## config.mk

```make
export PLATFORM = sky130hd
export DESIGN_NAME = greedy_geo_next_hop_table_core_flat
export DESIGN_NICKNAME = d
export VERILOG_FILES = /design/src/ggnh_pkg.sv /design/src/ggnh_if.sv /design/src/greedy_geo_next_hop_table_core.sv /design/src/flat_wrapper.sv
export SDC_FILE = /design/constraint.sdc
export NUM_CORES = 1
export LEC_CHECK = 0
export BUFFER_PORTS_ARGS = -buffer_cell sky130_fd_sc_hd__buf_4
export CAP_MARGIN = 20
export CORE_ASPECT_RATIO = 0.5
export CORE_MARGIN = 2
export CORE_UTILIZATION = 57
export CTS_CLUSTER_DIAMETER = 120
export CTS_CLUSTER_SIZE = 28
export DETAILED_ROUTE_END_ITERATION = 10
export MAX_ROUTING_LAYER = met4
export PLACE_DENSITY = 0.82
export SYNTH_ARGS = -nofsm -noshare
export SYNTH_HDL_FRONTEND = slang
export SYNTH_SLANG_ARGS = --single-unit
```

## constraint.sdc

```tcl
create_clock -name clk_i -period 2.5 [get_ports clk_i]
set_input_delay 0.5 -clock clk_i [delete_from_list [all_inputs] [get_ports clk_i]]
set_output_delay 0.5 -clock clk_i [all_outputs]
set_load 0.02 [all_outputs]
```

## src/ggnh_pkg.sv

```systemverilog
// Package for the greedy geographic next-hop table.
// Holds action and status codes, register indexes and address constants.
package ggnh_pkg;

  typedef enum logic [2:0] {
    ACT_UPDATE  = 3'd0,
    ACT_DELETE  = 3'd1,
    ACT_PREDICT = 3'd2,
    ACT_PURGE   = 3'd3,
    ACT_NEXTHOP = 3'd4
  } action_e;

  typedef enum logic [2:0] {
    ST_OK        = 3'd0,
    ST_NOT_FOUND = 3'd1,
    ST_FULL      = 3'd2,
    ST_NO_NEIGH  = 3'd3,
    ST_NO_CLOSER = 3'd4
  } status_e;

  localparam logic [2:0] REG_LIFETIME = 3'd0;
  localparam logic [2:0] REG_RANGE    = 3'd1;
  localparam logic [2:0] REG_LIMIT_X  = 3'd2;
  localparam logic [2:0] REG_LIMIT_Y  = 3'd3;
  localparam logic [2:0] REG_LIMIT_Z  = 3'd4;
  localparam logic [2:0] REG_BCAST    = 3'd5;

  localparam logic [31:0] AddrLoopback = 32'h7F00_0001;
  localparam logic [31:0] AddrBcast    = 32'hFFFF_FFFF;

  typedef struct packed {
    logic [2:0]  action;
    logic [31:0] node_addr;
    logic [15:0] pos_x;
    logic [15:0] pos_y;
    logic [15:0] pos_z;
    logic signed [15:0] vel_x;
    logic signed [15:0] vel_y;
    logic signed [15:0] vel_z;
    logic [15:0] time_value;
    logic [15:0] my_x;
    logic [15:0] my_y;
    logic [15:0] my_z;
  } req_t;

  typedef struct packed {
    logic [2:0]  status;
    logic [31:0] next_hop;
    logic [15:0] pred_x;
    logic [15:0] pred_y;
    logic [15:0] pred_z;
  } rsp_t;

  // One predicted axis: wrap to 16 bits, drop non-positive, clamp to limit.
  function automatic logic [15:0] clamp_axis(logic [15:0] t, logic [15:0] lim);
    logic [15:0] r;
    if (t == 16'd0 || t[15]) r = 16'd0;
    else if (t > lim) r = lim;
    else r = t;
    return r;
  endfunction

endpackage

```

## src/ggnh_if.sv

```systemverilog
// Valid/ready channel carrying one item of a given payload type.
// The payload type is a parameter; the interface itself does not use ggnh_pkg.
interface ggnh_if #(parameter type payload_t = logic) ();
  logic     valid;
  logic     ready;
  payload_t payload;
  modport source (output valid, output payload, input ready);
  modport sink (input valid, input payload, output ready);
endinterface

```

## src/greedy_geo_next_hop_table_core.sv

```systemverilog
// Top level of the greedy geographic next-hop table.
// Depends on ggnh_pkg and ggnh_if.
//
// Usage: requests enter on req (sink), one result leaves on rsp (source) per
// request. Registers are written over an APB-style port at 4*index.
// Each request runs a scan of the table memory: one read per entry through a
// single predict-and-distance path; each entry passes through the states read,
// multiply, distance and compare. The result register is loaded when the scan
// is through and the output register is free, and a new item is taken only
// after that load. Update and delete locate their key by the same scan and
// write when the result is loaded; predict locates its key the same way.
// The registered memory read port and the shared multiplier path set the
// pace of the scan. Only one item is in work at a time; the result is held
// in an output register, and the next item is taken while it waits, but the
// scan of that item does not load its result until the register is free.
// Reset clears the valid bits (flip-flops), the registers to their defaults
// and all control; the entry memory itself is not cleared. A stalled receiver
// holds the result stable and stops further results.
module greedy_geo_next_hop_table_core #(
  parameter int TABLE_DEPTH = 16
) (
  input  logic        clk_i,
  input  logic        rst_ni,
  ggnh_if.sink        req,
  ggnh_if.source      rsp,
  input  logic        psel,
  input  logic        penable,
  input  logic        pwrite,
  input  logic [4:0]  paddr,
  input  logic [31:0] pwdata,
  output logic [31:0] prdata,
  output logic        pready
);

  localparam int IW = (TABLE_DEPTH > 1) ? $clog2(TABLE_DEPTH) : 1;
  localparam int CW = IW + 1;

  // ---------------- configuration registers
  logic [15:0] lifetime_q, range_q, lim_x_q, lim_y_q, lim_z_q;
  logic [31:0] bcast_q;
  logic [2:0]  reg_idx;
  assign reg_idx = paddr[4:2];
  assign pready  = 1'b1;

  always_ff @(posedge clk_i or negedge rst_ni) begin
    if (!rst_ni) begin
      lifetime_q <= 16'd30;
      range_q    <= 16'd250;
      lim_x_q    <= 16'd1000;
      lim_y_q    <= 16'd1000;
      lim_z_q    <= 16'd300;
      bcast_q    <= 32'h0A01_01FF;
    end else if (psel && penable && pwrite) begin
      case (reg_idx)
        ggnh_pkg::REG_LIFETIME: lifetime_q <= pwdata[15:0];
        ggnh_pkg::REG_RANGE:    range_q    <= pwdata[15:0];
        ggnh_pkg::REG_LIMIT_X:  lim_x_q    <= pwdata[15:0];
        ggnh_pkg::REG_LIMIT_Y:  lim_y_q    <= pwdata[15:0];
        ggnh_pkg::REG_LIMIT_Z:  lim_z_q    <= pwdata[15:0];
        ggnh_pkg::REG_BCAST:    bcast_q    <= pwdata;
        default: ;
      endcase
    end
  end

  always_comb begin
    case (reg_idx)
      ggnh_pkg::REG_LIFETIME: prdata = {16'd0, lifetime_q};
      ggnh_pkg::REG_RANGE:    prdata = {16'd0, range_q};
      ggnh_pkg::REG_LIMIT_X:  prdata = {16'd0, lim_x_q};
      ggnh_pkg::REG_LIMIT_Y:  prdata = {16'd0, lim_y_q};
      ggnh_pkg::REG_LIMIT_Z:  prdata = {16'd0, lim_z_q};
      ggnh_pkg::REG_BCAST:    prdata = bcast_q;
      default:                prdata = 32'd0;
    endcase
  end

  // ---------------- entry memory: addr, pos, vel, stamp
  localparam int EW = 32 + 48 + 48 + 16;
  logic [EW-1:0] mem_q [TABLE_DEPTH];
  logic [EW-1:0] rd_q;
  logic          mem_we;
  logic [IW-1:0] mem_wa, mem_ra;
  logic [EW-1:0] mem_wd;
  logic [TABLE_DEPTH-1:0] valid_q, valid_d;

  always_ff @(posedge clk_i) begin
    if (mem_we) mem_q[mem_wa] <= mem_wd;
    rd_q <= mem_q[mem_ra];
  end

  // ---------------- control
  typedef enum logic [5:0] {
    S_IDLE  = 6'b000001,
    S_READ  = 6'b000010,
    S_MUL   = 6'b000100,
    S_DIST  = 6'b001000,
    S_EVAL  = 6'b010000,
    S_DONE  = 6'b100000
  } state_e;

  state_e state_q, state_d;
  ggnh_pkg::req_t req_q;
  logic [CW-1:0] idx_q, idx_d;     // entry being scanned
  logic [IW-1:0] cur_q, cur_d;     // entry whose data is in rd_q
  logic          hit_q, hit_d, free_q, free_d, fnd_q, fnd_d;
  logic [IW-1:0] hit_idx_q, hit_idx_d, free_idx_q, free_idx_d;
  logic [34:0]   best_q, best_d;
  logic [31:0]   best_addr_q, best_addr_d;
  logic [47:0]   pred_q, pred_d;   // prediction of the hit entry
  logic          out_v_q;
  ggnh_pkg::rsp_t out_q, out_d;
  logic          out_load;

  // entry fields
  logic [31:0] e_addr;
  logic [15:0] e_px, e_py, e_pz, e_vx, e_vy, e_vz, e_st;
  assign {e_addr, e_px, e_py, e_pz, e_vx, e_vy, e_vz, e_st} = rd_q;

  // stage 1: products d*v, low 16 bits; position plus product registered
  logic [15:0] delta;
  logic [15:0] px_q, py_q, pz_q;
  logic [15:0] prod_x, prod_y, prod_z;
  assign delta  = req_q.time_value - e_st;
  assign prod_x = 16'(delta * e_vx);
  assign prod_y = 16'(delta * e_vy);
  assign prod_z = 16'(delta * e_vz);
  logic [15:0] cx, cy, cz;       // clamped prediction from registered sums
  logic [15:0] sx_q, sy_q, sz_q;
  logic [31:0] ea_q;
  logic        ev_q, ok_q;
  always_ff @(posedge clk_i) begin
    if (state_q == S_MUL) begin
      sx_q <= e_px + prod_x;
      sy_q <= e_py + prod_y;
      sz_q <= e_pz + prod_z;
      ea_q <= e_addr;
      ev_q <= valid_q[cur_q];
      ok_q <= (e_addr != ggnh_pkg::AddrLoopback) && (e_addr != ggnh_pkg::AddrBcast)
              && (e_addr != bcast_q);
    end
  end
  assign cx = ggnh_pkg::clamp_axis(sx_q, lim_x_q);
  assign cy = ggnh_pkg::clamp_axis(sy_q, lim_y_q);
  assign cz = ggnh_pkg::clamp_axis(sz_q, lim_z_q);

  // stage 2: squared distances to me and to destination
  function automatic logic [31:0] sq(logic [15:0] a, logic [15:0] b);
    logic [15:0] d;
    d = (a > b) ? a - b : b - a;
    return d * d;
  endfunction
  logic [34:0] dm_q, dd_q;
  always_ff @(posedge clk_i) begin
    if (state_q == S_DIST) begin
      px_q <= cx; py_q <= cy; pz_q <= cz;
      dm_q <= 35'(sq(cx, req_q.my_x)) + 35'(sq(cy, req_q.my_y))
              + 35'(sq(cz, req_q.my_z));
      dd_q <= 35'(sq(cx, req_q.pos_x)) + 35'(sq(cy, req_q.pos_y))
              + 35'(sq(cz, req_q.pos_z));
    end
  end
  logic [34:0] range2, self_d;
  assign range2 = {3'd0, 32'(range_q) * 32'(range_q)};
  assign self_d = 35'(sq(req_q.pos_x, req_q.my_x)) + 35'(sq(req_q.pos_y, req_q.my_y))
                  + 35'(sq(req_q.pos_z, req_q.my_z));
  logic [16:0] expire;
  assign expire = {1'b0, lifetime_q} + {1'b0, e_st};

  assign req.ready = (state_q == S_IDLE);
  assign rsp.valid = out_v_q;
  assign rsp.payload = out_q;
  assign out_load  = (state_q == S_DONE) && (!out_v_q || rsp.ready);

  always_comb begin
    state_d = state_q; idx_d = idx_q; cur_d = cur_q;
    hit_d = hit_q; free_d = free_q; fnd_d = fnd_q;
    hit_idx_d = hit_idx_q; free_idx_d = free_idx_q;
    best_d = best_q; best_addr_d = best_addr_q;
    pred_d = pred_q;
    valid_d = valid_q; out_d = out_q;
    mem_we = 1'b0; mem_wa = hit_idx_q;
    mem_wd = {req_q.node_addr, req_q.pos_x, req_q.pos_y, req_q.pos_z,
              req_q.vel_x, req_q.vel_y, req_q.vel_z, req_q.time_value};
    mem_ra = idx_q[IW-1:0];
    case (state_q)
      S_IDLE: begin
        if (req.valid) begin
          state_d = S_READ; idx_d = '0;
          hit_d = 1'b0; free_d = 1'b0; fnd_d = 1'b0;
          best_d = '0; best_addr_d = '0;
        end
      end
      S_READ: begin
        // memory read issued this cycle for idx
        cur_d = idx_q[IW-1:0];
        idx_d = idx_q + CW'(1);
        state_d = S_MUL;
      end
      S_MUL: begin
        // key match, free slot and purge on raw entry
        if (!valid_q[cur_q] && !free_d) begin
          free_d = 1'b1; free_idx_d = cur_q;
        end
        if (valid_q[cur_q] && e_addr == req_q.node_addr && !hit_q) begin
          hit_d = 1'b1; hit_idx_d = cur_q;
        end
        if (req_q.action == ggnh_pkg::ACT_PURGE && valid_q[cur_q]
            && expire <= {1'b0, req_q.time_value})
          valid_d[cur_q] = 1'b0;
        state_d = S_DIST;
      end
      S_DIST: state_d = S_EVAL;
      S_EVAL: begin
        if (ev_q && ok_q && dm_q <= range2 &&
            (!fnd_q || dd_q < best_q || (dd_q == best_q && ea_q < best_addr_q))) begin
          fnd_d = 1'b1; best_d = dd_q; best_addr_d = ea_q;
        end
        // keep the hit entry's prediction apart from the held result
        if (hit_q && hit_idx_q == cur_q) pred_d = {px_q, py_q, pz_q};
        state_d = (idx_q == CW'(TABLE_DEPTH)) ? S_DONE : S_READ;
      end
      S_DONE: begin
        if (out_load) begin
          state_d = S_IDLE;
          out_d.status = ggnh_pkg::ST_OK;
          out_d.next_hop = '0;
          if (req_q.action == ggnh_pkg::ACT_PREDICT && hit_q)
            {out_d.pred_x, out_d.pred_y, out_d.pred_z} = pred_q;
          else begin
            out_d.pred_x = '0; out_d.pred_y = '0; out_d.pred_z = '0;
          end
          case (req_q.action)
            ggnh_pkg::ACT_UPDATE: begin
              if (hit_q || free_q) begin
                mem_we = 1'b1;
                mem_wa = hit_q ? hit_idx_q : free_idx_q;
                valid_d[mem_wa] = 1'b1;
              end else out_d.status = ggnh_pkg::ST_FULL;
            end
            ggnh_pkg::ACT_DELETE: begin
              if (hit_q) valid_d[hit_idx_q] = 1'b0;
              else out_d.status = ggnh_pkg::ST_NOT_FOUND;
            end
            ggnh_pkg::ACT_PREDICT: begin
              if (!hit_q) out_d.status = ggnh_pkg::ST_NOT_FOUND;
            end
            ggnh_pkg::ACT_NEXTHOP: begin
              if (!fnd_q) out_d.status = ggnh_pkg::ST_NO_NEIGH;
              else if (self_d > best_q) out_d.next_hop = best_addr_q;
              else out_d.status = ggnh_pkg::ST_NO_CLOSER;
            end
            default: ;
          endcase
        end
      end
      default: state_d = S_IDLE;
    endcase
  end

  always_ff @(posedge clk_i or negedge rst_ni) begin
    if (!rst_ni) begin
      state_q <= S_IDLE;
      valid_q <= '0;
      out_v_q <= 1'b0;
      idx_q <= '0; cur_q <= '0;
      hit_q <= 1'b0; free_q <= 1'b0; fnd_q <= 1'b0;
    end else begin
      state_q <= state_d;
      valid_q <= valid_d;
      idx_q <= idx_d; cur_q <= cur_d;
      hit_q <= hit_d; free_q <= free_d; fnd_q <= fnd_d;
      if (out_load) out_v_q <= 1'b1;
      else if (rsp.ready) out_v_q <= 1'b0;
    end
  end

  always_ff @(posedge clk_i) begin
    if (state_q == S_IDLE && req.valid) req_q <= req.payload;
    hit_idx_q <= hit_idx_d; free_idx_q <= free_idx_d;
    best_q <= best_d; best_addr_q <= best_addr_d;
    pred_q <= pred_d;
    out_q <= out_d;
  end

`ifndef SYNTHESIS
  a_onehot: assert property (@(posedge clk_i) disable iff (!rst_ni) $onehot(state_q))
    else $error("state not one-hot");
  a_ready_idle: assert property (@(posedge clk_i) disable iff (!rst_ni)
    req.ready |-> state_q == S_IDLE) else $error("ready outside idle");
  a_load_free: assert property (@(posedge clk_i) disable iff (!rst_ni)
    out_load |-> (!out_v_q || rsp.ready)) else $error("result overwritten");
  a_scan_bound: assert property (@(posedge clk_i) disable iff (!rst_ni)
    idx_q <= CW'(TABLE_DEPTH)) else $error("scan index past depth");
  a_rsp_stable: assert property (@(posedge clk_i) disable iff (!rst_ni)
    rsp.valid && !rsp.ready |=> $stable(rsp.payload)) else $error("result changed");
`endif

endmodule
```

## src/flat_wrapper.sv

```systemverilog
// flat-port wrapper written by rule: the top's interface ports become plain ports
module greedy_geo_next_hop_table_core_flat 
#(
  parameter int TABLE_DEPTH = 16
)
  (clk_i, rst_ni, psel, penable, pwrite, paddr, pwdata, prdata, pready, req_valid, req_payload, req_ready, rsp_valid, rsp_payload, rsp_ready);
  ggnh_if req_i ();
  ggnh_if rsp_i ();
  input  logic clk_i;
  input  logic rst_ni;
  input  logic psel;
  input  logic penable;
  input  logic pwrite;
  input  logic [4:0] paddr;
  input  logic [31:0] pwdata;
  output logic [31:0] prdata;
  output logic pready;
  input wire logic [$bits(req_i.valid)-1:0] req_valid;
  input wire logic [$bits(req_i.payload)-1:0] req_payload;
  output wire logic [$bits(req_i.ready)-1:0] req_ready;
  output wire logic [$bits(rsp_i.valid)-1:0] rsp_valid;
  output wire logic [$bits(rsp_i.payload)-1:0] rsp_payload;
  input wire logic [$bits(rsp_i.ready)-1:0] rsp_ready;
  assign req_i.valid = req_valid;
  assign req_i.payload = req_payload;
  assign req_ready = req_i.ready;
  assign rsp_valid = rsp_i.valid;
  assign rsp_payload = rsp_i.payload;
  assign rsp_i.ready = rsp_ready;
  greedy_geo_next_hop_table_core #(.TABLE_DEPTH(TABLE_DEPTH)) u_core (.clk_i(clk_i), .rst_ni(rst_ni), .req(req_i), .rsp(rsp_i), .psel(psel), .penable(penable), .pwrite(pwrite), .paddr(paddr), .pwdata(pwdata), .prdata(prdata), .pready(pready));
endmodule
```

==> reports/metrics.yaml <==
drt:
  drt_iter0_markers: 241
  drc_errors: 0
  postRouteAntennaNets: 0
  via_per_inst: 5.83
  firstDrtPassIters: 4
  drt-total-wl_um: 12900
  wl_per_cell_um: 19.1
  vias: 3926
global_routing:
  antenna_found_initial: 0
  gr-total-overflow: 0
  use_met1_pct: 30.7
  busiest_layer: "met2"
  grt_pass1_wl_um: 20300
  grt.met3_usage_pct: 5.81
  grt_max_degree: 48
  grt_pass1_vias: 3996
  grt_use_total_pct: 25.0
  use_met2_pct: 40.1
layout:
  fin_nets: 567
  area_growth_pct: 25.3
  diodes: 0
  nFillCells: 659
  fin_util_pct: 72.5
  design_area_um2: 7320
  drive_gt1_share_pct: 58.9
synth:
  synth_compound_area_share_pct: 7.29
  ys_seq_elements: 124
  synth-edff-count: 0
  synth.most_common_cell: "mux2_2"
  synth-async-reset-ratio_pct: 100
  synthTopCellsByCount: "134 x mux2_2, 85 x dfrtp_1, 39 x dfstp_2, 23 x a22oi_1, 19 x and2_1"
  yosysSeqAreaShare_pct: 54.0
  muxShareOfSynthArea_pct: 27.0
  yosys-top-cells-area: "dfrtp_1 36%, mux2_2 26%, dfstp_2 18%"
  synth_simple_gate_area_share_pct: 7.93
  syn_avg_cell_area_um2: 13.5
  synth_top_family_by_area: "multiplexers"
  synth.cell_area_um2: 5840
  synth_nets: 479
  syn_inst: 432
  yosys.area.top_type: "dfrtp_1"
  yosys_warnings: 0
  synth-main-ff-cell: "dfrtp_1"
  synthXorXnorAreaFrac_pct: 0.300
  synth_fa_ha_area_share_pct: 0.429
  synth.distinct_cells: 50
  yosys.area.top_type_share_pct: 36.4
status:
  outcome: "finished, final reports clean"
power_and_ir_drop:
  p_leak_nw: 3.27
  vdd_drop_max_mv: 0.588
  power_frac_seq_pct: 40.4
  p_int_w: 0.00506
  total_power_w: 0.00676
  p_comb_share_pct: 17.9
  power.density_nw_per_um2: 924
  net-switching-power_w: 0.00170
  clockPowerShare_pct: 41.7
  switching_share_pct: 25.2
worst_setup_path:
  critPathRequiredTime_ps: 2000
  path_class: "reg2out"
  crit_start: "u_core.state_q[2]"
  cp.arrival_ps: 1890
  worstPathCellList: "or4_4 > nor3b_4 > buf_4"
  critPathMaxFanout: 7
  cpMaxStageDelayCell: "or4_4"
  cp_num_buf_inv: 1
  startpoint_type: "register"
  cp-end-kind: "output port"
  timing.rr.start: "u_core.state_q[2]"
  path_delay_family: "simple AND/OR/NAND/NOR gates"
  cpPeakStageDelay_ps: 590
floorplanning:
  core_um2: 10100
  die_area_um2: 11100
  dieHeight_um: 75.6
  io_pins: 81
  initial_core_util_pct: 57.9
  num_rows: 26
  die_w_um: 147
sta:
  fin_crit_ps: 2390
  setup_violations: 0
  hold_violations: 0
  period_share_pct: 95.5
  clock_skew_ps: 2.79
  worst_pin_slew_ps: 568
  rsz0062_at_grt: "false"
  fmax_ghz: 0.419
  slew_violations: 0
  tns_ps: 0
  slew_headroom_pct: 61.6
  hold_ws_ps: 33.4
clocking:
  cts_sinks: 124
  h-tree-depth: 4
  cts_hold_buffers: 0
  cts_tree: "yes"
  numCtsBuffers: 17
  insertion_delay_ps: 420
  clock_path_buffers: 2
  cts-root-buf: "clkbuf_16"
  clk_pin_slew_worst_paths_ps: 60
placed_design:
  dpl.hpwl_um: 7900
  routabilityCongestion: 0.788
  io_buffer_count: 75
  placed_area_um2: 6620
worst_hold_path:
  min_path_type: "in2async"
flow_run:
  maxCapViolCount: 0
worst reg2reg max path: stages (launching register included):
cell and delay [ps]:
dfrtp_1 450, nor4_1 570, o21ai_0 380, a221o_1 420
state kept, by name (all words and copies together) (netlist names):
| register | flops |
|---|---|
| u_core.bcast_q | 32 |
| u_core.idx_q | 5 |
| u_core.lifetime_q | 16 |
| u_core.lim_x_q | 16 |
| u_core.lim_y_q | 16 |
| u_core.lim_z_q | 16 |
| u_core.range_q | 16 |
| u_core.rsp.valid | 1 |
| u_core.state_q | 6 |
per-layer routing:
layer | part of all wire (%) | vias to the layer above | wire (um)
met1 | 46 | 2010 | 5870
met4 | 2.4 | 0 | 309
met5 | 0 | - | 0
met2 | 48 | 103 | 6110
met3 | 4.5 | 34 | 575
li1 | - | 1779 | -
worst paths after layout:
check	slack [ps]	cells past startpoint	endpoint
max in group asynchronous	1740	2	u_core.lim_x_q[3]
worst max register to register	550	3	u_core.idx_q[2]
worst max-delay path	110	3	req_ready
worst min-delay path	30	1	u_core.idx_q[0]
min in group clk_i	260	2	u_core.rsp.valid
worst min register to register	500	1	u_core.bcast_q[30]
area by class of cell:
class / count / area [um2] / area share (%)
Clock buffer: 18 / 439 / 6.00
Clock inverter: 14 / 240 / 3.28
Inverter: 10 / 37.5 / 0.513
Multi-Input combinational cell: 271 / 2530 / 34.7
Sequential cell: 124 / 3150 / 43.1
Tap cell: 140 / 175 / 2.39
Timing Repair Buffer: 96 / 737 / 10.1
power groups by stage:
stage	clock network [W]	registers (W)	logic, W
after floorplan	0	0.00267	0.000828
after global placement	0	0.00271	0.00113
after detailed placement	0	0.00274	0.00116
after CTS	0.00286	0.00272	0.00120
after global routing	0.00294	0.00277	0.00132
final	0.00282	0.00273	0.00121
repair_timing:
item | CTS | global route
resized for setup | 1 | 3
endpoints found under the setup margin | 1 | 3
pin swaps | 0 | 1
buffers inserted | 0 | 0
placed cells by master (no fill, tap or decap), drive strengths merged, types with 7 or more instances in the layout:
cell type / count
dfrtp: 85
o22ai: 7
mux2: 134
dfstp: 39
a22oi: 23
clkbuf: 18
and2: 19
nor2: 8
inv: 12
buf: 96
through the flow:
stage / instances / setup slack [ps]
3_5_place_dp: 641 / 118
4_1_cts: 673 / 55.6
5_1_grt: 673 / 44.5
3_3_place_gp: 641 / 113
6_report: 673 / 112
2_1_floorplan: 432 / 128
cell families after synthesis:
logic type,count (synthesis)
multiplexers,138
flip-flops,124
AND/OR/NAND/NOR,71
AO/OA/AOI/OAI,56
buffers and inverters,37
adder cells (fa/ha/maj),2
other,2
XOR/XNOR,2
Power figures use the tool's default switching activity.
